**config.mk**
```make
export PLATFORM = sky130hd
export DESIGN_NAME = path_key_validator_core
export DESIGN_NICKNAME = d
export VERILOG_FILES = /design/src/rtl/pkv_pkg.sv /design/src/rtl/pkv_in_reg.sv /design/src/rtl/pkv_scan.sv /design/src/rtl/pkv_out_reg.sv /design/src/rtl/path_key_validator_core.sv
export VERILOG_INCLUDE_DIRS = /design/src /design/src/rtl
export SDC_FILE = /design/constraint.sdc
export NUM_CORES = 1
export LEC_CHECK = 0
export ABC_AREA = 1
export BUFFER_PORTS_ARGS = -buffer_cell sky130_fd_sc_hd__buf_2
export CORE_UTILIZATION = 60
export DETAILED_ROUTE_END_ITERATION = 8
export GPL_TIMING_DRIVEN = 0
export PLACE_DENSITY = 0.77
export SETUP_SLACK_MARGIN = 0.02
export SYNTH_ARGS = -nofsm -noshare
export SYNTH_HDL_FRONTEND = slang
export SYNTH_SLANG_ARGS = --single-unit
```
**constraint.sdc**
```tcl
create_clock -name clk -period 5.6 [get_ports clk]
set_input_delay 0.56 -clock clk [delete_from_list [all_inputs] [get_ports clk]]
set_output_delay 0.56 -clock clk [all_outputs]
set_load 0.01 [all_outputs]
```
**src/rtl/path_key_validator_core_macros.svh**
```systemverilog
// Assertion macros for the path key validator core.
// Included by the top level; no other dependencies.
`ifndef PATH_KEY_VALIDATOR_CORE_MACROS_SVH
`define PATH_KEY_VALIDATOR_CORE_MACROS_SVH
`ifndef SYNTHESIS
// Same-cycle implication, sampled on clk and disabled during reset.
`define PKV_ASSERT_NOW(label, ante, cons) \
    label: assert property (@(posedge clk) disable iff (!rst_n) (ante) |-> (cons)) \
        else $error("pkv assertion failed");
// Next-cycle implication, sampled on clk and disabled during reset.
`define PKV_ASSERT_NEXT(label, ante, cons) \
    label: assert property (@(posedge clk) disable iff (!rst_n) (ante) |=> (cons)) \
        else $error("pkv assertion failed");
`else
`define PKV_ASSERT_NOW(label, ante, cons)
`define PKV_ASSERT_NEXT(label, ante, cons)
`endif
`endif

```
**src/rtl/pkv_pkg.sv**
```systemverilog
// Shared types and constants of the path key validator.
// No dependencies.
package pkv_pkg;

    // Characters with a special meaning in a key.
    localparam logic [7:0] CHAR_DOT    = 8'h2E;
    localparam logic [7:0] CHAR_SLASH  = 8'h2F;
    localparam logic [7:0] CHAR_BSLASH = 8'h5C;
    localparam logic [7:0] CHAR_NUL    = 8'h00;

    // Configuration register indexes.
    localparam int CFG_INDEX_W = 1;
    localparam logic [CFG_INDEX_W-1:0] REG_SUFFIX_BYTES  = 1'b0;
    localparam logic [CFG_INDEX_W-1:0] REG_SUFFIX_LENGTH = 1'b1;

    // What the current component looks like so far.
    typedef enum logic [1:0] {
        DOT_NONE,
        DOT_ONE,
        DOT_TWO,
        DOT_OTHER
    } dot_t;

    // One key character request as held in the input stage.
    typedef struct packed {
        logic [7:0] key_byte;
        logic       key_last;
        logic       key_empty;
    } item_t;

    // Outcome of processing one request.
    typedef struct packed {
        logic has_result;
        logic ok;
    } scan_result_t;

endpackage

```
**src/rtl/pkv_in_reg.sv**
```systemverilog
// Input register stage of the path key validator.
// Depends on pkv_pkg.
module pkv_in_reg
    import pkv_pkg::*;
(
    input  logic  clk,
    input  logic  rst_n,
    input  logic  key_valid,
    output logic  key_ready,
    input  item_t item_in,
    input  logic  take,
    output logic  item_valid,
    output item_t item
);

    logic  valid_reg;
    logic  valid_next;
    item_t item_reg;

    // The stage accepts a new request when empty or when its request moves on.
    assign key_ready = !valid_reg || take;

    always_comb
    begin
        valid_next = valid_reg;
        if (key_valid && key_ready)
        begin
            valid_next = 1'b1;
        end
        else if (take)
        begin
            valid_next = 1'b0;
        end
    end

    always_ff @(posedge clk or negedge rst_n)
    begin
        if (!rst_n)
        begin
            valid_reg <= 1'b0;
        end
        else
        begin
            valid_reg <= valid_next;
        end
    end

    // Payload needs no reset.
    always_ff @(posedge clk)
    begin
        if (key_valid && key_ready)
        begin
            item_reg <= item_in;
        end
    end

    assign item_valid = valid_reg;
    assign item       = item_reg;

endmodule

```
**src/rtl/pkv_scan.sv**
```systemverilog
// Key scanning state and per-character rule checks.
// Depends on pkv_pkg.
module pkv_scan
    import pkv_pkg::*;
#(
    parameter int MAX_SUFFIX = 8
)
(
    input  logic         clk,
    input  logic         rst_n,
    input  item_t        item,
    input  logic         step,
    input  logic [63:0]  suffix_bytes,
    input  logic [3:0]   suffix_length,
    output scan_result_t res
);

    localparam int LEN_W = $clog2(MAX_SUFFIX + 1);
    localparam int REC_W = 8 * MAX_SUFFIX;

    logic             still_valid_reg;
    logic             still_valid_next;
    logic             at_start_reg;
    logic             at_start_next;
    logic [LEN_W-1:0] len_reg;
    logic [LEN_W-1:0] len_next;
    dot_t             dot_reg;
    dot_t             dot_next;
    logic [REC_W-1:0] rec_reg;
    logic [REC_W-1:0] rec_next;

    logic [LEN_W-1:0] sfx_n;
    logic [REC_W-1:0] sfx_lo;
    logic             is_sep;
    logic             valid_work;

    // A component is bad if it is empty, "." or "..", or ends in the suffix.
    function automatic logic comp_bad(
        input logic [LEN_W-1:0] len,
        input dot_t             dot,
        input logic [REC_W-1:0] rec,
        input logic [LEN_W-1:0] n,
        input logic [REC_W-1:0] sfx
    );
        logic match;
        begin
            match = 1'b1;
            for (int i = 0; i < MAX_SUFFIX; i++)
            begin
                if ((LEN_W'(i) < n) && (rec[8*i +: 8] != sfx[8*i +: 8]))
                begin
                    match = 1'b0;
                end
            end
            if (dot != DOT_OTHER)
            begin
                comp_bad = 1'b1;
            end
            else if ((n == '0) || (len < n))
            begin
                comp_bad = 1'b0;
            end
            else
            begin
                comp_bad = match;
            end
        end
    endfunction

    // Suffix length above the supported maximum is clamped.
    always_comb
    begin
        if (suffix_length > 4'(MAX_SUFFIX))
        begin
            sfx_n = LEN_W'(MAX_SUFFIX);
        end
        else
        begin
            sfx_n = LEN_W'(suffix_length);
        end
    end

    assign sfx_lo = suffix_bytes[REC_W-1:0];
    assign is_sep = (item.key_byte == CHAR_SLASH) || (item.key_byte == CHAR_BSLASH);

    // Next state and verdict for the request in the input stage.
    always_comb
    begin
        still_valid_next = still_valid_reg;
        at_start_next    = at_start_reg;
        len_next         = len_reg;
        dot_next         = dot_reg;
        rec_next         = rec_reg;
        valid_work       = still_valid_reg;
        res.has_result   = 1'b0;
        res.ok           = 1'b0;

        if (item.key_empty)
        begin
            res.has_result   = 1'b1;
            res.ok           = 1'b0;
            still_valid_next = 1'b1;
            at_start_next    = 1'b1;
            len_next         = '0;
            dot_next         = DOT_NONE;
            rec_next         = '0;
        end
        else
        begin
            if (item.key_byte == CHAR_NUL)
            begin
                valid_work = 1'b0;
            end

            if (is_sep)
            begin
                // The one leading separator is skipped; any other ends a component.
                if (!at_start_reg)
                begin
                    if (comp_bad(len_reg, dot_reg, rec_reg, sfx_n, sfx_lo))
                    begin
                        valid_work = 1'b0;
                    end
                    len_next = '0;
                    dot_next = DOT_NONE;
                    rec_next = '0;
                end
            end
            else
            begin
                if (len_reg < LEN_W'(MAX_SUFFIX))
                begin
                    len_next = len_reg + LEN_W'(1);
                end
                case (dot_reg)
                    DOT_NONE: dot_next = (item.key_byte == CHAR_DOT) ? DOT_ONE : DOT_OTHER;
                    DOT_ONE:  dot_next = (item.key_byte == CHAR_DOT) ? DOT_TWO : DOT_OTHER;
                    default:  dot_next = DOT_OTHER;
                endcase
                rec_next = (rec_reg << 8) | REC_W'(item.key_byte);
            end
            at_start_next    = 1'b0;
            still_valid_next = valid_work;

            // Final character: check the last component and clear for the next key.
            if (item.key_last)
            begin
                res.has_result = 1'b1;
                res.ok = valid_work && !is_sep &&
                         !comp_bad(len_next, dot_next, rec_next, sfx_n, sfx_lo);
                still_valid_next = 1'b1;
                at_start_next    = 1'b1;
                len_next         = '0;
                dot_next         = DOT_NONE;
                rec_next         = '0;
            end
        end
    end

    always_ff @(posedge clk or negedge rst_n)
    begin
        if (!rst_n)
        begin
            still_valid_reg <= 1'b1;
            at_start_reg    <= 1'b1;
            len_reg         <= '0;
            dot_reg         <= DOT_NONE;
            rec_reg         <= '0;
        end
        else if (step)
        begin
            still_valid_reg <= still_valid_next;
            at_start_reg    <= at_start_next;
            len_reg         <= len_next;
            dot_reg         <= dot_next;
            rec_reg         <= rec_next;
        end
    end

endmodule

```
**src/rtl/pkv_out_reg.sv**
```systemverilog
// Result register of the path key validator.
// No dependencies.
module pkv_out_reg
(
    input  logic clk,
    input  logic rst_n,
    input  logic load,
    input  logic ok_in,
    output logic result_valid,
    input  logic result_ready,
    output logic key_ok
);

    logic valid_reg;
    logic valid_next;
    logic ok_reg;

    // A new verdict replaces the one taken in the same cycle.
    always_comb
    begin
        valid_next = valid_reg;
        if (load)
        begin
            valid_next = 1'b1;
        end
        else if (result_ready)
        begin
            valid_next = 1'b0;
        end
    end

    always_ff @(posedge clk or negedge rst_n)
    begin
        if (!rst_n)
        begin
            valid_reg <= 1'b0;
        end
        else
        begin
            valid_reg <= valid_next;
        end
    end

    always_ff @(posedge clk)
    begin
        if (load)
        begin
            ok_reg <= ok_in;
        end
    end

    assign result_valid = valid_reg;
    assign key_ok       = ok_reg;

endmodule

```
**src/rtl/path_key_validator_core.sv**
```systemverilog
// Top level of the path key validator core.
// Depends on pkv_pkg, pkv_in_reg, pkv_scan, pkv_out_reg and the macros header.
//
// Usage:
//   A key streams in one character per request on the key channel
//   (key_valid/key_ready with key_byte, key_last, key_empty). The request
//   with key_last set, or any request with key_empty set, produces one
//   verdict on the result channel (result_valid/result_ready with key_ok).
//   Other requests produce nothing.
//   The lock suffix is set through cfg_we/cfg_index/cfg_data while no key
//   is in flight: index 0 holds the suffix bytes, index 1 the length.
//   Throughput is one character per cycle while no verdict is blocked; the
//   rule checks of a character are combinational logic between the input
//   register and the result register. The verdict of a final character is
//   computed from the input register and loaded into the result register.
//   When the receiver stalls, the verdict holds in the result register and
//   characters that produce no verdict keep flowing; a second verdict waits
//   in the input register, and the key channel then stalls.
//   Reset clears the pipeline, the key state and the suffix registers.
`include "path_key_validator_core_macros.svh"
module path_key_validator_core
    import pkv_pkg::*;
#(
    parameter int MAX_SUFFIX = 8
)
(
    input  logic                   clk,
    input  logic                   rst_n,
    input  logic                   key_valid,
    output logic                   key_ready,
    input  logic [7:0]             key_byte,
    input  logic                   key_last,
    input  logic                   key_empty,
    output logic                   result_valid,
    input  logic                   result_ready,
    output logic                   key_ok,
    input  logic                   cfg_we,
    input  logic [CFG_INDEX_W-1:0] cfg_index,
    input  logic [63:0]            cfg_data
);

    logic [63:0]  suffix_bytes_reg;
    logic [3:0]   suffix_length_reg;
    item_t        item_in;
    item_t        item;
    logic         item_valid;
    logic         advance;
    logic         verdict_blocked;
    scan_result_t scan_res;

    // Configuration registers.
    always_ff @(posedge clk or negedge rst_n)
    begin
        if (!rst_n)
        begin
            suffix_bytes_reg  <= '0;
            suffix_length_reg <= '0;
        end
        else if (cfg_we)
        begin
            case (cfg_index)
                REG_SUFFIX_BYTES:  suffix_bytes_reg  <= cfg_data;
                REG_SUFFIX_LENGTH: suffix_length_reg <= cfg_data[3:0];
                default:           ;
            endcase
        end
    end

    assign item_in.key_byte  = key_byte;
    assign item_in.key_last  = key_last;
    assign item_in.key_empty = key_empty;

    // A request moves on unless it has a verdict and the result register is blocked.
    assign verdict_blocked = result_valid && !result_ready && scan_res.has_result;
    assign advance         = item_valid && !verdict_blocked;

    pkv_in_reg u_in_reg
    (
        .clk        (clk),
        .rst_n      (rst_n),
        .key_valid  (key_valid),
        .key_ready  (key_ready),
        .item_in    (item_in),
        .take       (advance),
        .item_valid (item_valid),
        .item       (item)
    );

    pkv_scan #(
        .MAX_SUFFIX (MAX_SUFFIX)
    ) u_scan
    (
        .clk           (clk),
        .rst_n         (rst_n),
        .item          (item),
        .step          (advance),
        .suffix_bytes  (suffix_bytes_reg),
        .suffix_length (suffix_length_reg),
        .res           (scan_res)
    );

    pkv_out_reg u_out_reg
    (
        .clk          (clk),
        .rst_n        (rst_n),
        .load         (advance && scan_res.has_result),
        .ok_in        (scan_res.ok),
        .result_valid (result_valid),
        .result_ready (result_ready),
        .key_ok       (key_ok)
    );

    // The key channel stalls only behind a blocked verdict.
    `PKV_ASSERT_NOW(a_stall_cause, item_valid && !key_ready, verdict_blocked)
    // A verdict that leaves the scanner lands in the result register.
    `PKV_ASSERT_NEXT(a_verdict_lands, advance && scan_res.has_result, result_valid)
    // An empty key always yields a failing verdict.
    `PKV_ASSERT_NEXT(a_empty_fails, advance && item.key_empty, result_valid && !key_ok)

endmodule
```
* Word-level counts from Yosys, hierarchy flattened *
Cells that the tools add are included.

operators by class
  add/subtract/negate cells = 1
  $lt $le $gt $ge = 12
  equality and inequality tests = 22
  mux-type cells = 60
  bitwise operators = 3
  reduce and logical (&&, ||, !) cells = 40

operator list
  cell                   count
  $mux W64               5
  $ne A8 B8 Y1           16
  $or A64 B8 Y64         1
  $mux W1                39
  $mux W4                7
  $logic_and A1 B1 Y1    23
  $eq A8 B6 Y1 const B   2
  $lt A3 B4 Y1 const A   4
  $mux W2                8
  $eq A8 B7 Y1 const B   1
  $logic_not A8 Y1       1
  $lt A1 B4 Y1 const A   2
  $lt A2 B4 Y1 const A   2
  $lt A4 B4 Y1           2
  $logic_not A1 Y1       5
  $add A4 B1 Y4 const B  1
  $gt A4 B4 Y1 const B   1
  $logic_not A4 Y1       1
  $logic_or A1 B1 Y1     4
  $lt A4 B4 Y1 const B   1
  $ne A2 B2 Y1 const B   2
  $pmux W2 S2            1
  $reduce_and A2 Y1      2
  $reduce_bool A2 Y1     2
  other kinds (4)        5

storage, ports and cells
  bits in registers = 153

* Depth between registers and ports, before layout *
  depth after elaboration = 31
  depth in mapped cells = 18
  mapped depth without buffers = 17

* Modules after synthesis *
Synthesis repeated with hierarchy kept, for this count alone.

unflattened totals
  cells, all modules = 1435
  area total of the unflattened synthesis = 9880.7 um2

modules (own cells, without submodules)
  module                   times used  cells an instance  area an instance (um2)  sequential area each (um2)
  pkv_scan                 1           1110               6495.0                  1804.2
  path_key_validator_core  1           303                2970.3                  1701.6
  pkv_in_reg               1           16                 345.3                   325.3
  pkv_out_reg              1           6                  70.1                    55.1

* Worst setup path before layout *
OpenSTA, ideal clock, no wires.

  path type = register to register
  from = reg u_in_reg.item_reg, in the netlist u_in_reg.item[4]
  to = reg u_out_reg.ok_reg (netlist: u_out_reg.key_ok), data pin
  library setup time = 0.257 ns
  arrival = 2.326 ns
  required time = 5.343 ns
  slack = 3.017 ns
  cell stages (with the launch flop) = 18
  clock period less this slack = 2.583 ns
  cells stage by stage = edfxtp_1 -> nand2_1 -> nor2_1 -> nand2_2 -> nand2_2 -> buf_6 -> buf_2 -> nor2_1 -> inv_1 -> or2_2 -> nand3_1 -> inv_1 -> ha_1 -> a21oi_1 -> o21ai_0 -> nand3_1 -> nor2_1 -> a21oi_1

between the ends
  word-level cells in the longest chain between the ends = 20

RTL lines
  item                                                 line               RTL
  start: declaration                                   pkv_in_reg.sv:18   item_t item_reg;
  start signal: assignment                             pkv_in_reg.sv:53   item_reg <= item_in;
  $eq A8 B6 Y1 / $eq A8 B7 Y1 (equally long branches)  pkv_scan.sv:84     assign is_sep = (item.key_byte == CHAR_SLASH) || (item.key_byte == CHAR_BSLASH);
  $logic_or A1 B1 Y1                                   pkv_scan.sv:84
  $mux W64                                             pkv_scan.sv:115    if (is_sep)
  $mux W64                                             pkv_scan.sv:98     if (item.key_empty)
  $ne A8 B8 Y1                                         pkv_scan.sv:50     if ((LEN_W'(i) < n) && (rec[8*i +: 8] != sfx[8*i +: 8]))
  $logic_and A1 B1 Y1                                  pkv_scan.sv:50
  $mux W1 (8 in series)                                pkv_scan.sv:50
  $mux W1                                              pkv_scan.sv:59     else if ((n == '0) || (len < n))
  $mux W1                                              pkv_scan.sv:55     if (dot != DOT_OTHER)
  $mux W1                                              pkv_scan.sv:146    if (item.key_last)
  $mux W1                                              pkv_scan.sv:98
  $logic_not A1 Y1                                     pkv_scan.sv:150    !comp_bad(len_next, dot_next, rec_next, sfx_n, sfx_lo);
  $logic_and A1 B1 Y1 (*)                              pkv_scan.sv:149    res.ok = valid_work && !is_sep &&
  end signal: assignment                               pkv_out_reg.sv:48  ok_reg <= ok_in;
  end: declaration                                     pkv_out_reg.sv:16  logic ok_reg;

Every way passes the cells marked *; elsewhere a longest branch is shown, timed or not. The select of a mux whose other input is x is not followed.
A chain may end at the register's enable or synchronous reset.

* Worst setup path after layout *
Ends and elaborated chain as after synthesis.

==> results.md <==
- Status: finished, final reports clean
- Core area: 15100 um2
- Largest net degree at the start of global routing: 83
- Setup crit end kind: flip-flop
- VDD IR max: 0.269 mV
- Via Count: 9959
- Die area: 15900 um2
- Drc violations: 0
- Compound-cell area share of the yosys netlist: 0.114
- Number of antenna repair diodes: 0
- Internal cell power: 2.07 mW
- HPWL Detailed: 20900 um
- Total GRT Usage: 0.390
- Post-CTS Repair Setup Buffers: 0
- DRT Pass-1 Iters: 7
- Final Hold Vio Count: 0
- Placement Rows: 45
- R2R Path End: u_out_reg.key_ok
- Routed wire per std cell: 17.8 um
- Area leader, netlist: dfrtp_1
- Layout area overhead: 13.4%
- Max transition margin: 0.291
- Fraction of registers with async set/reset: 0.928
- RSZ-0062 raised after global routing: no
- Post-Synth XOR/XNOR Area: 0.0104
- Most frequent cells after synthesis: nand2_1 (437), nand3_1 (177), inv_1 (174)
- Post-cts gate resize count: 0
- GRT overflow: 0
- Clock power frac: 0.370
- Logic pwr share: 0.204
- Total number of yosys warnings: 0
- Die width: 126 um
- Clk buf depth: 2
- P per Cell Area: 290 nW/um2
- Syn Std Cell Area: 9260 um2
- Critical Path Start Type: flip-flop
- Post-synthesis simple-gate area fraction: 0.344
- Critical-path maximum fanout: 10
- Fmax: 330 MHz
- Synth Area in Adders: 0.00946
- Fin Setup TNS: 0 ps
- Effective utilization at floorplan: 0.611
- Final wirelength: 29700 um
- Seq pwr share: 0.426
- Post-synthesis sequential element count: 153
- Top FF cell, synth: dfrtp_1
- Clk_lat worst skew: 430 ps
- Final nets: 1555
- Reg2reg setup slack: 2570 ps
- Mapped Cells: 1366
- Synth top area share: 0.378
- Worst Skew: 7.86 ps
- Vias per cell: 5.97
- Reg2Reg Depth: 17
- Crit path DAT: 3210 ps
- Cell with the most instances after synthesis: nand2_1
- EDFF count, synth: 11
- Post-CTS Hold Buffers: 0
- Post-route cell area: 10500 um2
- Share of layout cells above drive strength 1: 0.0898
- Initial antenna violation count: 0
- Count of cell types in the netlist: 35
- Switch share: 0.322
- Measured slew at the worst slew-check pin: 1060 ps
- Synth Net Count: 1453
- Fin crit share: 0.542
- Static leakage: 5.40 nW
- Htree depth: 4
- Slew Limit Fails: 0
- Placed cell areas: 9940 um2
- Root buf cell: clkbuf_16
- Synth top area cells: dfrtp_1 (38%), nand2_1 (18%), nand3_1 (9.6%)
- Final setup vio count: 0
- First-pass GRT wire length: 47500 um
- Mux cell area share after synthesis: 0.00486
- Psw: 982 uW
- Fillers: 1349
- Period minus WS final: 3030 ps
- Post-synthesis sequential area ratio: 0.420
- Syn avg cell area: 6.78 um2
- RePlAce Congestion: 0.960
- CP required: 5780 ps
- Vias in the first global route: 9314
- Die Y: 126 um
- Clock transition at the registers of the reported paths: 60 ps
- Main combinational cell family by area after synthesis: simple AND/OR/NAND/NOR gates
- CTS Sinks: 153
- PortBufs: 82
- Hold Path Class: input pin to async pin
- Worst setup path class: flip-flop to flip-flop
- CTS tree: done
- Num CTS Buffers: 17
- Max-cap violations: 0
- Antenna Nets Post-Route: 0
- First DRT Iteration DRCs: 1343
- FF-to-FF Start: u_in_reg.item[4]
- Num ports: 83
worst max-delay path by stage:
stage	startpoint	endpoint	slack, ps	depth (start not counted)
floorplan	u_in_reg.item[4]	u_out_reg.key_ok	3020	17
global placement	rst_n	u_scan.rec_reg[1]	1860	1
detailed placement	u_in_reg.item[5]	u_out_reg.key_ok	2610	17
CTS	u_in_reg.item[4]	u_out_reg.key_ok	2600	17
global route	u_in_reg.item[6]	u_out_reg.key_ok	2250	17
finish	u_in_reg.item[4]	u_out_reg.key_ok	2570	17
critical path: stages (launching register included):
cell and delay, ps:
edfxtp_1 470, nand2_1 150, nor2_1 70, nand2_2 160, nand2_2 120, buf_6 170, buf_2 200, nor2_1 190
inv_1 70, or2_2 270, nand3_1 100, inv_1 60, ha_1 270, a21oi_1 60, o21ai_0 160, nand3_1 90
nor2_1 100, a21oi_1 80
per-layer routing:
layer | part of all wire | global-route usage
met1 | 0.41 | 0.523
met2 | 0.46 | 0.619
met3 | 0.098 | 0.0714
met4 | 0.037 | 0.178
met5 | 0 | 0
per-stage QoR:
| stage | util | power, mW | setup slack (ps) | std cells | hold WS [ps] |
|---|---|---|---|---|---|
| final | 0.694 | 3.05 | 2570 | 1669 | 108 |
| after CTS | 0.694 | 3.03 | 2600 | 1669 | 128 |
| after global placement | 0.654 | 1.90 | 1860 | 1636 | 493 |
| after floorplan | - | 1.69 | 3020 | 1366 | 264 |
| after detailed placement | 0.656 | 1.91 | 2610 | 1637 | 501 |
| after global routing | 0.694 | 3.17 | 2250 | 1669 | 164 |
kinds of logic after synthesis:
logic type,after synthesis
AO/OA/AOI/OAI,196
XOR/XNOR,11
adder cells (fa/ha/maj),7
buffers and inverters,233
flip-flops,153
multiplexers,4
AND/OR/NAND/NOR,762
power groups by stage:
stage	sequential (mW)	clock, mW	combinational, mW
after floorplan	1.29	0	0.401
after global placement	1.31	0	0.585
after detailed placement	1.31	0	0.600
after CTS	1.30	1.13	0.606
after global routing	1.31	1.17	0.691
final	1.30	1.13	0.622
area by class of cell:
class | count | area [um2] | share of cell area
sequential | 153 | 3890 | 0.370
inverter | 176 | 661 | 0.0629
buffer | 57 | 240 | 0.0229
clock buffer | 20 | 437 | 0.0416
tap | 188 | 235 | 0.0224
clock inverter | 12 | 129 | 0.0123
multi-input combinational | 980 | 4470 | 0.426
timing repair buffer | 83 | 444 | 0.0423
placed cells by master (no fill, tap or decap), types with 2 or more instances in the layout:
cell | synthesis | routed
a21oi_1 | 65 | 65
buf_1 | 2 | 2
buf_2 | 6 | 87
buf_4 | 3 | 3
buf_6 | 1 | 2
bufinv_16 | 0 | 2
clkbuf_1 | 45 | 48
clkbuf_16 | 0 | 17
clkinv_2 | 0 | 3
clkinvlp_4 | 0 | 6
dfrtp_1 | 140 | 140
dfstp_2 | 2 | 2
edfxtp_1 | 11 | 11
ha_1 | 7 | 7
inv_1 | 174 | 174
mux2_2 | 4 | 4
nand2_1 | 437 | 437
nand2_2 | 3 | 3
nand3_1 | 177 | 177
nand3b_1 | 4 | 4
nand4_1 | 26 | 26
nor2_1 | 106 | 106
nor3_1 | 5 | 5
o21ai_0 | 71 | 71
o21ai_1 | 4 | 4
o22ai_1 | 51 | 51
xnor2_1 | 5 | 5
xor2_1 | 6 | 6
Note: power is estimated with default switching activity, not from simulation.
